`src/sv/knsq_pkg.sv`:
```
// Shared types and constants for the Kruskal norm-squared unit.
package knsq_pkg;

  localparam int CMD_W  = 2;
  localparam int IDX_W  = 4;
  localparam int VAL_W  = 32;
  localparam int OUT_W  = 63;
  localparam int RANK_W = 5;

  localparam logic [RANK_W-1:0] RANK_RESET = 5'd16;
  localparam logic signed [VAL_W-1:0] Q_ONE = 32'sh0001_0000;

  typedef enum logic [CMD_W-1:0] {
    CMD_GRAM   = 2'd0,
    CMD_WEIGHT = 2'd1,
    CMD_FINISH = 2'd2
  } cmd_code_t;

  // Commands from the controller to the datapath.
  typedef struct packed {
    logic capture;
    logic mul_write;
    logic weight_write;
    logic walk_issue;
    logic diag;
    logic acc_clear;
    logic sweep_write;
    logic out_load;
  } ctrl_cmd_t;

  // Status from the datapath to the controller.
  typedef struct packed {
    logic pipe_busy;
    logic gram_ok;
    logic weight_ok;
  } dp_status_t;

endpackage

```
`src/sv/knsq_ctrl.sv`:
```
// Controller: sequences Gram updates, the finish walk, drain and store clearing.
module knsq_ctrl #(
  parameter int MAX_RANK = 16
) (
  input  logic                        clk,
  input  logic                        rst,
  input  logic                        item_valid,
  input  logic [knsq_pkg::CMD_W-1:0]  item_cmd,
  output logic                        item_ready,
  input  logic                        out_ready,
  output logic                        out_valid,
  input  logic                        cfg_write,
  input  logic [knsq_pkg::RANK_W-1:0] cfg_data,
  input  knsq_pkg::dp_status_t        status,
  output knsq_pkg::ctrl_cmd_t         cmd,
  output logic [((MAX_RANK > 1) ? $clog2(MAX_RANK) : 1)-1:0] i_idx,
  output logic [((MAX_RANK > 1) ? $clog2(MAX_RANK) : 1)-1:0] j_idx,
  output logic [((MAX_RANK * MAX_RANK > 1) ? $clog2(MAX_RANK * MAX_RANK) : 1)-1:0] sweep_addr
);
  import knsq_pkg::*;

  localparam int DEPTH = MAX_RANK * MAX_RANK;
  localparam int RW = (MAX_RANK > 1) ? $clog2(MAX_RANK) : 1;
  localparam int AW = (DEPTH > 1) ? $clog2(DEPTH) : 1;
  localparam logic [RW-1:0] LAST_IDX  = RW'(MAX_RANK - 1);
  localparam logic [AW-1:0] LAST_ADDR = AW'(DEPTH - 1);

  typedef enum logic [2:0] {S_SWEEP, S_IDLE, S_MULW, S_WALK, S_DRAIN} state_t;

  state_t            state;
  logic [RANK_W-1:0] rank_in_use;
  logic [AW-1:0]     sweep_cnt;
  logic [RW-1:0]     last_idx;
  logic              accept;

  assign item_ready = (state == S_IDLE);
  assign accept     = item_valid && item_ready;
  assign sweep_addr = sweep_cnt;

  // A rank of zero behaves as one; ranks beyond the store behave as the full size.
  always_comb begin
    if (rank_in_use == '0) begin
      last_idx = '0;
    end else if (int'(rank_in_use) > MAX_RANK) begin
      last_idx = LAST_IDX;
    end else begin
      last_idx = RW'(rank_in_use - 5'd1);
    end
  end

  always_comb begin
    cmd = '0;
    unique case (state)
      S_IDLE: begin
        if (accept) begin
          unique case (item_cmd)
            CMD_GRAM:   cmd.capture      = status.gram_ok;
            CMD_WEIGHT: cmd.weight_write = status.weight_ok;
            CMD_FINISH: cmd.acc_clear    = 1'b1;
            default:    cmd = '0;
          endcase
        end
      end
      S_MULW:  cmd.mul_write = 1'b1;
      S_WALK: begin
        cmd.walk_issue = 1'b1;
        cmd.diag       = (i_idx == j_idx);
      end
      S_DRAIN: cmd.out_load = !status.pipe_busy && (!out_valid || out_ready);
      S_SWEEP: cmd.sweep_write = 1'b1;
      default: cmd = '0;
    endcase
  end

  always_ff @(posedge clk) begin
    if (rst) begin
      state       <= S_SWEEP;
      rank_in_use <= RANK_RESET;
      sweep_cnt   <= '0;
      out_valid   <= 1'b0;
      i_idx       <= '0;
      j_idx       <= '0;
    end else begin
      if (cfg_write) begin
        rank_in_use <= cfg_data;
      end

      if (cmd.out_load) begin
        out_valid <= 1'b1;
      end else if (out_ready) begin
        out_valid <= 1'b0;
      end

      unique case (state)
        S_IDLE: begin
          if (cmd.capture) begin
            state <= S_MULW;
          end else if (cmd.acc_clear) begin
            i_idx <= '0;
            j_idx <= '0;
            state <= S_WALK;
          end
        end
        S_MULW: state <= S_IDLE;
        S_WALK: begin
          // Upper triangle in row order, diagonal first in each row.
          if (j_idx == last_idx) begin
            if (i_idx == last_idx) begin
              state <= S_DRAIN;
            end else begin
              i_idx <= i_idx + 1'b1;
              j_idx <= i_idx + 1'b1;
            end
          end else begin
            j_idx <= j_idx + 1'b1;
          end
        end
        S_DRAIN: begin
          if (cmd.out_load) begin
            sweep_cnt <= '0;
            state     <= S_SWEEP;
          end
        end
        S_SWEEP: begin
          if (sweep_cnt == LAST_ADDR) begin
            state <= S_IDLE;
          end else begin
            sweep_cnt <= sweep_cnt + 1'b1;
          end
        end
        default: state <= S_IDLE;
      endcase
    end
  end

endmodule

```
`config.mk`:
```
export PLATFORM = sky130hd
export DESIGN_NAME = knsq_ctrl
export DESIGN_NICKNAME = d
export VERILOG_FILES = /design/src/sv/knsq_pkg.sv /design/src/sv/knsq_ctrl.sv
export SDC_FILE = /design/constraint.sdc
export NUM_CORES = 1
export LEC_CHECK = 0
export BUFFER_PORTS_ARGS = -buffer_cell sky130_fd_sc_hd__clkbuf_2
export CAP_MARGIN = 20
export CORE_MARGIN = 4
export CORE_UTILIZATION = 58
export CTS_CLUSTER_DIAMETER = 30
export DETAILED_ROUTE_END_ITERATION = 12
export HOLD_SLACK_MARGIN = 0.08
export PLACE_DENSITY = 0.88
export SLEW_MARGIN = 20
export SYNTH_ARGS = -nofsm -noshare
export SYNTH_HDL_FRONTEND = slang
export SYNTH_SLANG_ARGS = --single-unit
export TNS_END_PERCENT = 5
```
`constraint.sdc`:
```
create_clock -name clk -period 5.7 [get_ports clk]
set_input_delay 1.14 -clock clk [delete_from_list [all_inputs] [get_ports clk]]
set_output_delay 1.14 -clock clk [all_outputs]
set_load 0.02 [all_outputs]
```
# Word level (Yosys, flattened, before mapping)

Index checks and enable logic that the tools add are counted.

Muxes and demuxes: 32
Reduce and logical (&&, ||, !) cells: 15
Equal/unequal tests: 20
$add $sub $neg: 4
$lt $le $gt $ge: 1

Operators by type and width:

| kind                                                  | number |
|---|---|
| two-way mux 4 bit                                     | 7 |
| two-way mux 8 bit                                     | 3 |
| two-way mux 3 bit                                     | 6 |
| case mux 4 bit (2 select lines)                       | 2 |
| case mux 8 bit (2 select lines)                       | 1 |
| inequality test 2 bit (second input constant)         | 7 |
| equality test 4 bit                                   | 3 |
| case mux 3 bit (4 select lines)                       | 1 |
| AND reduction 5 bit                                   | 2 |
| adder 4 x 1 -> 4 bit (second input constant)          | 2 |
| adder 8 x 1 -> 8 bit (second input constant)          | 1 |
| equality test 8 bit (second input constant)           | 1 |
| two-way mux 1 bit                                     | 8 |
| equality test 3 x 2 -> 1 bit (second input constant)  | 2 |
| case mux 1 bit (2 select lines)                       | 3 |
| nonzero test 2 bit                                    | 3 |
| greater-than comparator 5 bit (second input constant) | 1 |
| logical NOT 5 bit                                     | 1 |
| case mux 2 bit (2 select lines)                       | 1 |
| AND reduction 4 bit                                   | 1 |
| subtractor 4 x 1 -> 4 bit (second input constant)     | 1 |
| equality test 3 x 1 -> 1 bit (second input constant)  | 1 |
| equality test 3 bit (second input constant)           | 1 |
| logical NOT 3 bit                                     | 1 |
| other kinds (10)                                      | 12 |

Word-level logic and storage cells: 78
Register bits: 25
Output and inout bits: 26

# Depth between registers and ports, before layout

Gate-level depths: netlist of the first run.

Word-level depth: 7
Mapped depth: 10
Gate-level depth less buffers: 9

# Worst setup path before layout of the first run

Ideal clock, no wire load.

Kind: in2out
Start: input out_ready
End: output cmd[0] (netlist name)
Slack: 2.713 ns
Data arrival time: 1.847 ns
Stages: 2
Buffers on the path: 0
Cell sequence: nor2b_1 > nor3b_1

RTL lines:

| what            | RTL line        | source |
|---|---|---|
| start, declared | knsq_ctrl.sv:10 | `input logic out_ready,` |
| end, declared   | knsq_ctrl.sv:15 | `output knsq_pkg::ctrl_cmd_t cmd,` |

==> results of run 1 <==
final cells by class:
| cell class | count | area share (%) |
|---|---|---|
| Sequential cell | 25 | 25.86 |
| Timing Repair Buffer | 40 | 10.34 |
| Clock buffer | 3 | 1.164 |
| Tap cell | 31 | 2.004 |
| Clock inverter | 1 | 0.3878 |
| Multi-Input combinational cell | 165 | 57.92 |
| Inverter | 12 | 2.327 |
metal layers:
layer / up-vias / track usage, % / wire length, um
li1: 826 / - / -
met1: 721 / 24.70 / 1692
met2: 37 / 31.69 / 1673
met3: 4 / 3.417 / 175
met4: 0 / 4.408 / 27
met5: - / 0 / 0
power groups by stage:
stage | clock network (mW) | logic, mW | registers (mW)
2_1_floorplan | 0 | 0.0414 | 0.190
5_1_grt | 0.0930 | 0.0638 | 0.186
3_3_place_gp | 0 | 0.0549 | 0.188
6_report | 0.0814 | 0.0565 | 0.185
4_1_cts | 0.0852 | 0.0571 | 0.185
3_5_place_dp | 0 | 0.0564 | 0.189
cells by family after synthesis:
kind of cell    count (synthesis)  share of synthesized area [%]
xor+xnor                       16                          8.092
buf+inv                        23                          6.358
simple gates                   96                          31.50
compound gates                 38                          15.61
mux                             9                          5.347
flops                          25                          28.90
fa+ha+maj                       6                          4.191
stage by stage:
stage	hold slack, ns	cell area (um2)	setup WS [ns]
after global placement	0.4867	1906	2.726
after detailed placement	0.5021	1906	2.703
after CTS	0.5215	1936	2.702
after global routing	0.5585	1936	2.609
after floorplan	0.5278	1732	2.713
final	0.5174	1936	2.694
worst max path at each step:
stage,from,endpoint,slack (ns)
after detailed placement,out_ready,cmd[0],2.70
after floorplan,out_ready,cmd[0],2.71
after global placement,out_ready,cmd[0],2.73
after CTS,out_ready,cmd[0],2.70
final,out_ready,cmd[0],2.69
after global routing,out_ready,cmd[0],2.61
sequential cells by signal (all words and copies together), names as in the netlist:
signal / count
rank_in_use: 5
sweep_addr: 8
out_valid: 1
state: 3
i_idx: 4
j_idx: 4
layout by cell type, fill, tap and decap left out, types with 4 or more instances in the layout:
cell,Yosys,layout
nor2_1,29,29
o21ai_0,7,7
nand3_1,10,10
nand2_1,9,9
xor2_1,6,6
nor3_1,9,9
xnor2_1,10,10
ha_1,5,5
clkbuf_2,0,40
a21oi_1,8,8
nand4_1,6,6
inv_1,12,12
nor2b_1,5,5
mux2i_1,7,7
o211ai_1,4,4
dfxtp_1,25,25
critical path: stages:
cell and delay [ns]:
clkbuf_2 0.07, nor2b_1 0.05, nor3b_1 0.35, clkbuf_2 0.25
==> run summary, run 1 <==
Yosys warning count: 0
Total gr overflow: 0
Worst Setup Start Kind: input pin
Inserted Clock Buffers: 3
Outcome: completed
Async SR Flop Fraction: 0%
# H-tree levels: 1
Area Overhead vs Synth: 11.78%
RSZ-0062 raised after global routing: false
Max-cap violations: 0
Sequential fraction of the synthesis area: 28.90%
Pleak: 0.7982 nW
Max transition margin: 64.00%
Reg area: 500.5 um2
DP Wirelength: 2821 um
Post-Syn Instances: 213
Min-Delay Startpoint: sweep_addr[5]
Yosys reg bits: 25
Max FO, Critical Path: 4
FF-to-FF End: j_idx[0]
Slew @ Worst Pin: 0.5358 ns
# setup viols final: 0
Wirelength per Cell: 12.88 um
Die Wd: 62.64 um
Post-synth top cells: nor2_1 (29), dfxtp_1 (25), inv_1 (12)
Yosys cell types: 55
Net Sw Frac: 28.72%
IO Count: 41
Routed WL: 3569 um
First-pass DRT Iterations: 5
I/O Buffers: 40
Clock-pin slew on the worst setup and hold paths: 0.14 ns
Syn avg cell area: 8.130 um2
Clock Skew: 0.001725 ns
Pwr per Cell Area: 166.7 nW/um2
Postcts setup bufs: 0
CTS tree: done
RR Startpoint: rank_in_use[0]
Power Internal: 0.2300 mW
Kind of critical path: in2out
Flop pwr share: 57.2%
Hold Buf Count CTS: 0
Fin. Hold Viols: 0
FF-to-FF path depth: 9
Hold path endpoint: sweep_addr[5]
Switching pwr: 0.09266 mW
First-pass GRT wire length: 6299 um
Antenna diodes: 0
Post-synth top area cell: dfxtp_1
Post-route insts no fill: 277
HP Class: reg2reg
DR vias: 1588
Initial detailed-routing violation count: 113
Root buf cell: clkbuf_4
Die Span Y: 62.64 um
All-layer global routing usage: 18.77%
Kind of end point of the critical path: output port
CP required: 4.56 ns
Period utilization: 52.74%
CTS Buffer Depth: 2
Final slew viol count: 0
Clock Latency Late Sink: 0.32 ns
DRT antenna net count: 0
Drc violations: 0
Antenna violations before repair: 0
Worst vdd ir: 0.0002037 V
Post-synth EDFFs: 0
Most frequent cell after synthesis: nor2_1
Number of cells after detailed placement: 273
Max Clock Freq: 332.7 MHz
Flop-to-flop setup slack: 2.80 ns
Netlist Area Pre-Place: 1732 um2
GP Congestion: 0.8586
Crit path time final: 3.006 ns
Die area: 3924 um2
Hold path cells: 2
Core area: 2805 um2
Clock Sinks: 25
Area occupied by multi-input gates: 1121 um2
Prevailing post-synth register cell: dfxtp_1
Number of global-route vias before repair: 1473
# resized after CTS: 0
Syn nets: 233
Via/cell ratio: 5.733
Largest net degree at the start of global routing: 19
Fillcell total: 249
Rows: 19
Combinational power share: 17.5%
Share of cells above drive strength 1: 23.17%
Ranking of synthesized cells by area: dfxtp_1 (29%), nor2_1 (6.3%), xnor2_1 (5.1%)
Power Total: 0.3227 mW
Clock Power Share: 25.2%
Share of the synthesized area in the top cell type: 28.90%
Fin Setup TNS: 0 ns
Fin nets: 267
Initial core utilization: 61.73%
Crit path DAT: 1.87 ns
Final Util: 69.00%
Power figures use the tool's default switching activity.
==> run 2: changes to the inputs <==
Settings changed: CORE_UTILIZATION 58 to 53, PLACE_DENSITY 0.88 to 0.82.
Clock period 5.7 ns to 3 ns, I/O delays scaled along.
==> run summary, run 2 (same netlist as run 1, synthesis figures left out) <==
Fin Setup TNS: 0 ns
Die Span Y: 65.16 um
Core area: 3078 um2
Clock Skew: 0.004824 ns
Antenna violations before repair: 0
Initial detailed-routing violation count: 138
Total gr overflow: 0
CTS Buffer Depth: 2
Postcts setup bufs: 0
CP max-delay cell: or4_1
Worst setup path endpoint: i_idx[3]
Fin. Hold Viols: 0
RSZ-0062 raised after global routing: false
Wirelength per Cell: 13.16 um
CTS tree: done
Slew @ Worst Pin: 0.5070 ns
Kind of end point of the critical path: register
Via/cell ratio: 5.464
Outcome: completed
Clock Sinks: 25
Share of cells above drive strength 1: 24.50%
Crit path DAT: 3.03 ns
Worst vdd ir: 0.0003533 V
I/O Buffers: 40
Number of global-route vias before repair: 1462
# H-tree levels: 1
Crit path largest cell delay: 0.54 ns
Routed WL: 3855 um
RR Startpoint: rank_in_use[1]
Pwr per Cell Area: 311.3 nW/um2
Period utilization: 93.39%
First-pass DRT Iterations: 4
Crit path time final: 2.802 ns
CP Cell Sequence: inv_1 -> ha_1 -> nor3b_2 -> maj3_1 -> xnor2_1 -> a211o_1 -> or4_1 -> and3_4 -> a32o_1
CP required: 3.23 ns
Die area: 4246 um2
Final slew viol count: 0
Max transition margin: 65.94%
Clock-pin slew on the worst setup and hold paths: 0.14 ns
Final Util: 64.19%
Flop-to-flop setup slack: 0.20 ns
Kind of critical path: reg2reg
Largest net degree at the start of global routing: 19
Area Overhead vs Synth: 14.09%
Fin nets: 270
Commonest non-fill, non-tap cell in the layout: clkbuf_2
Worst Setup Start Kind: register
Max Clock Freq: 356.9 MHz
Crit path launch: rank_in_use[1]
Inserted Clock Buffers: 3
DR vias: 1601
# setup viols final: 0
DP Wirelength: 3071 um
FF-to-FF path depth: 9
Die Wd: 65.16 um
Drc violations: 0
DRT antenna net count: 0
FF-to-FF End: i_idx[3]
Root buf cell: clkbuf_4
IO Count: 41
Max FFs per register: 8
Initial core utilization: 56.26%
Pleak: 0.8139 nW
Clock Latency Late Sink: 0.32 ns
Rows: 20
GP Congestion: 0.8453
Commonest cells after routing, fill and taps aside: clkbuf_2 (40), nor2_1 (29), dfxtp_1 (24), inv_1 (12)
Antenna diodes: 0
Max FO, Critical Path: 6
All-layer global routing usage: 19.11%
First-pass GRT wire length: 6527 um
Max-cap violations: 0
HP Class: in2reg
[run 2: cell types whose count changed in the layout (fill, tap and decap cells not counted), sizes merged]
cell	previous run	this run
buf	0	3
[run 2: how the worst min path moves through the flow]
stage / cells after the start / slack, ns / from / to
2_1_floorplan: 2 / 0.53 / rank_in_use[1] / rank_in_use[1]
3_3_place_gp: 2 / 0.49 / sweep_addr[5] / sweep_addr[5]
3_5_place_dp: 2 / 0.50 / sweep_addr[5] / sweep_addr[5]
4_1_cts: 3 / 0.48 / cfg_data[4] / rank_in_use[4]
5_1_grt: 3 / 0.47 / cfg_data[4] / rank_in_use[4]
6_report: 3 / 0.49 / cfg_data[4] / rank_in_use[4]
[run 2: routing by layer]
layer	up-vias	GRT usage (%)	part of all wire (%)
met1	732	24.58	46
met2	39	33.50	48
li1	828	-	-
met4	0	2.332	0.49
met3	2	4.274	5.2
met5	-	0	0
[run 2: stage by stage]
stage | instance area, um2 | power [mW] | instances | setup slack [ns] | hold WS (ns)
6_report | 1976 | 0.6151 | 293 | 0.1983 | 0.4913
4_1_cts | 1974 | 0.6240 | 293 | 0.1429 | 0.4816
3_3_place_gp | 1944 | 0.4655 | 289 | 0.2446 | 0.4854
2_1_floorplan | 1732 | 0.4388 | 213 | 0.3617 | 0.5278
3_5_place_dp | 1944 | 0.4687 | 289 | 0.1721 | 0.5035
5_1_grt | 1976 | 0.6526 | 293 | 0.04745 | 0.4748
[run 2: layout make-up]
class	count	area, um2
inverter	12	45.04
tap	44	55.05
clock inverter	1	7.507
timing repair buffer	43	222.7
multi-input combinational	165	1121
fill	268	1102
clock buffer	3	22.52
sequential	25	501.7
[run 2: worst max-delay path, delay by kind of cell (launching register included)]
family / cells / cell delay, ns
AND/OR/NAND/NOR: 3 / 0.92
adder cells (fa/ha/maj): 2 / 0.66
flip-flops: 1 / 0.42
buffers and inverters: 1 / 0.08
XOR/XNOR: 1 / 0.16
AO/OA/AOI/OAI: 2 / 0.47
[run 2: power breakdown]
group,switching [mW],internal [mW]
logic,0.0622,0.0487
clock network,0.102,0.0509
registers,0.0112,0.340
total,0.175,0.440
[run 2: what timing repair did]
action | CTS | global route
hold buffers | 0 | 0
gates resized for setup | 0 | 1
endpoints found under the setup margin | 0 | 3
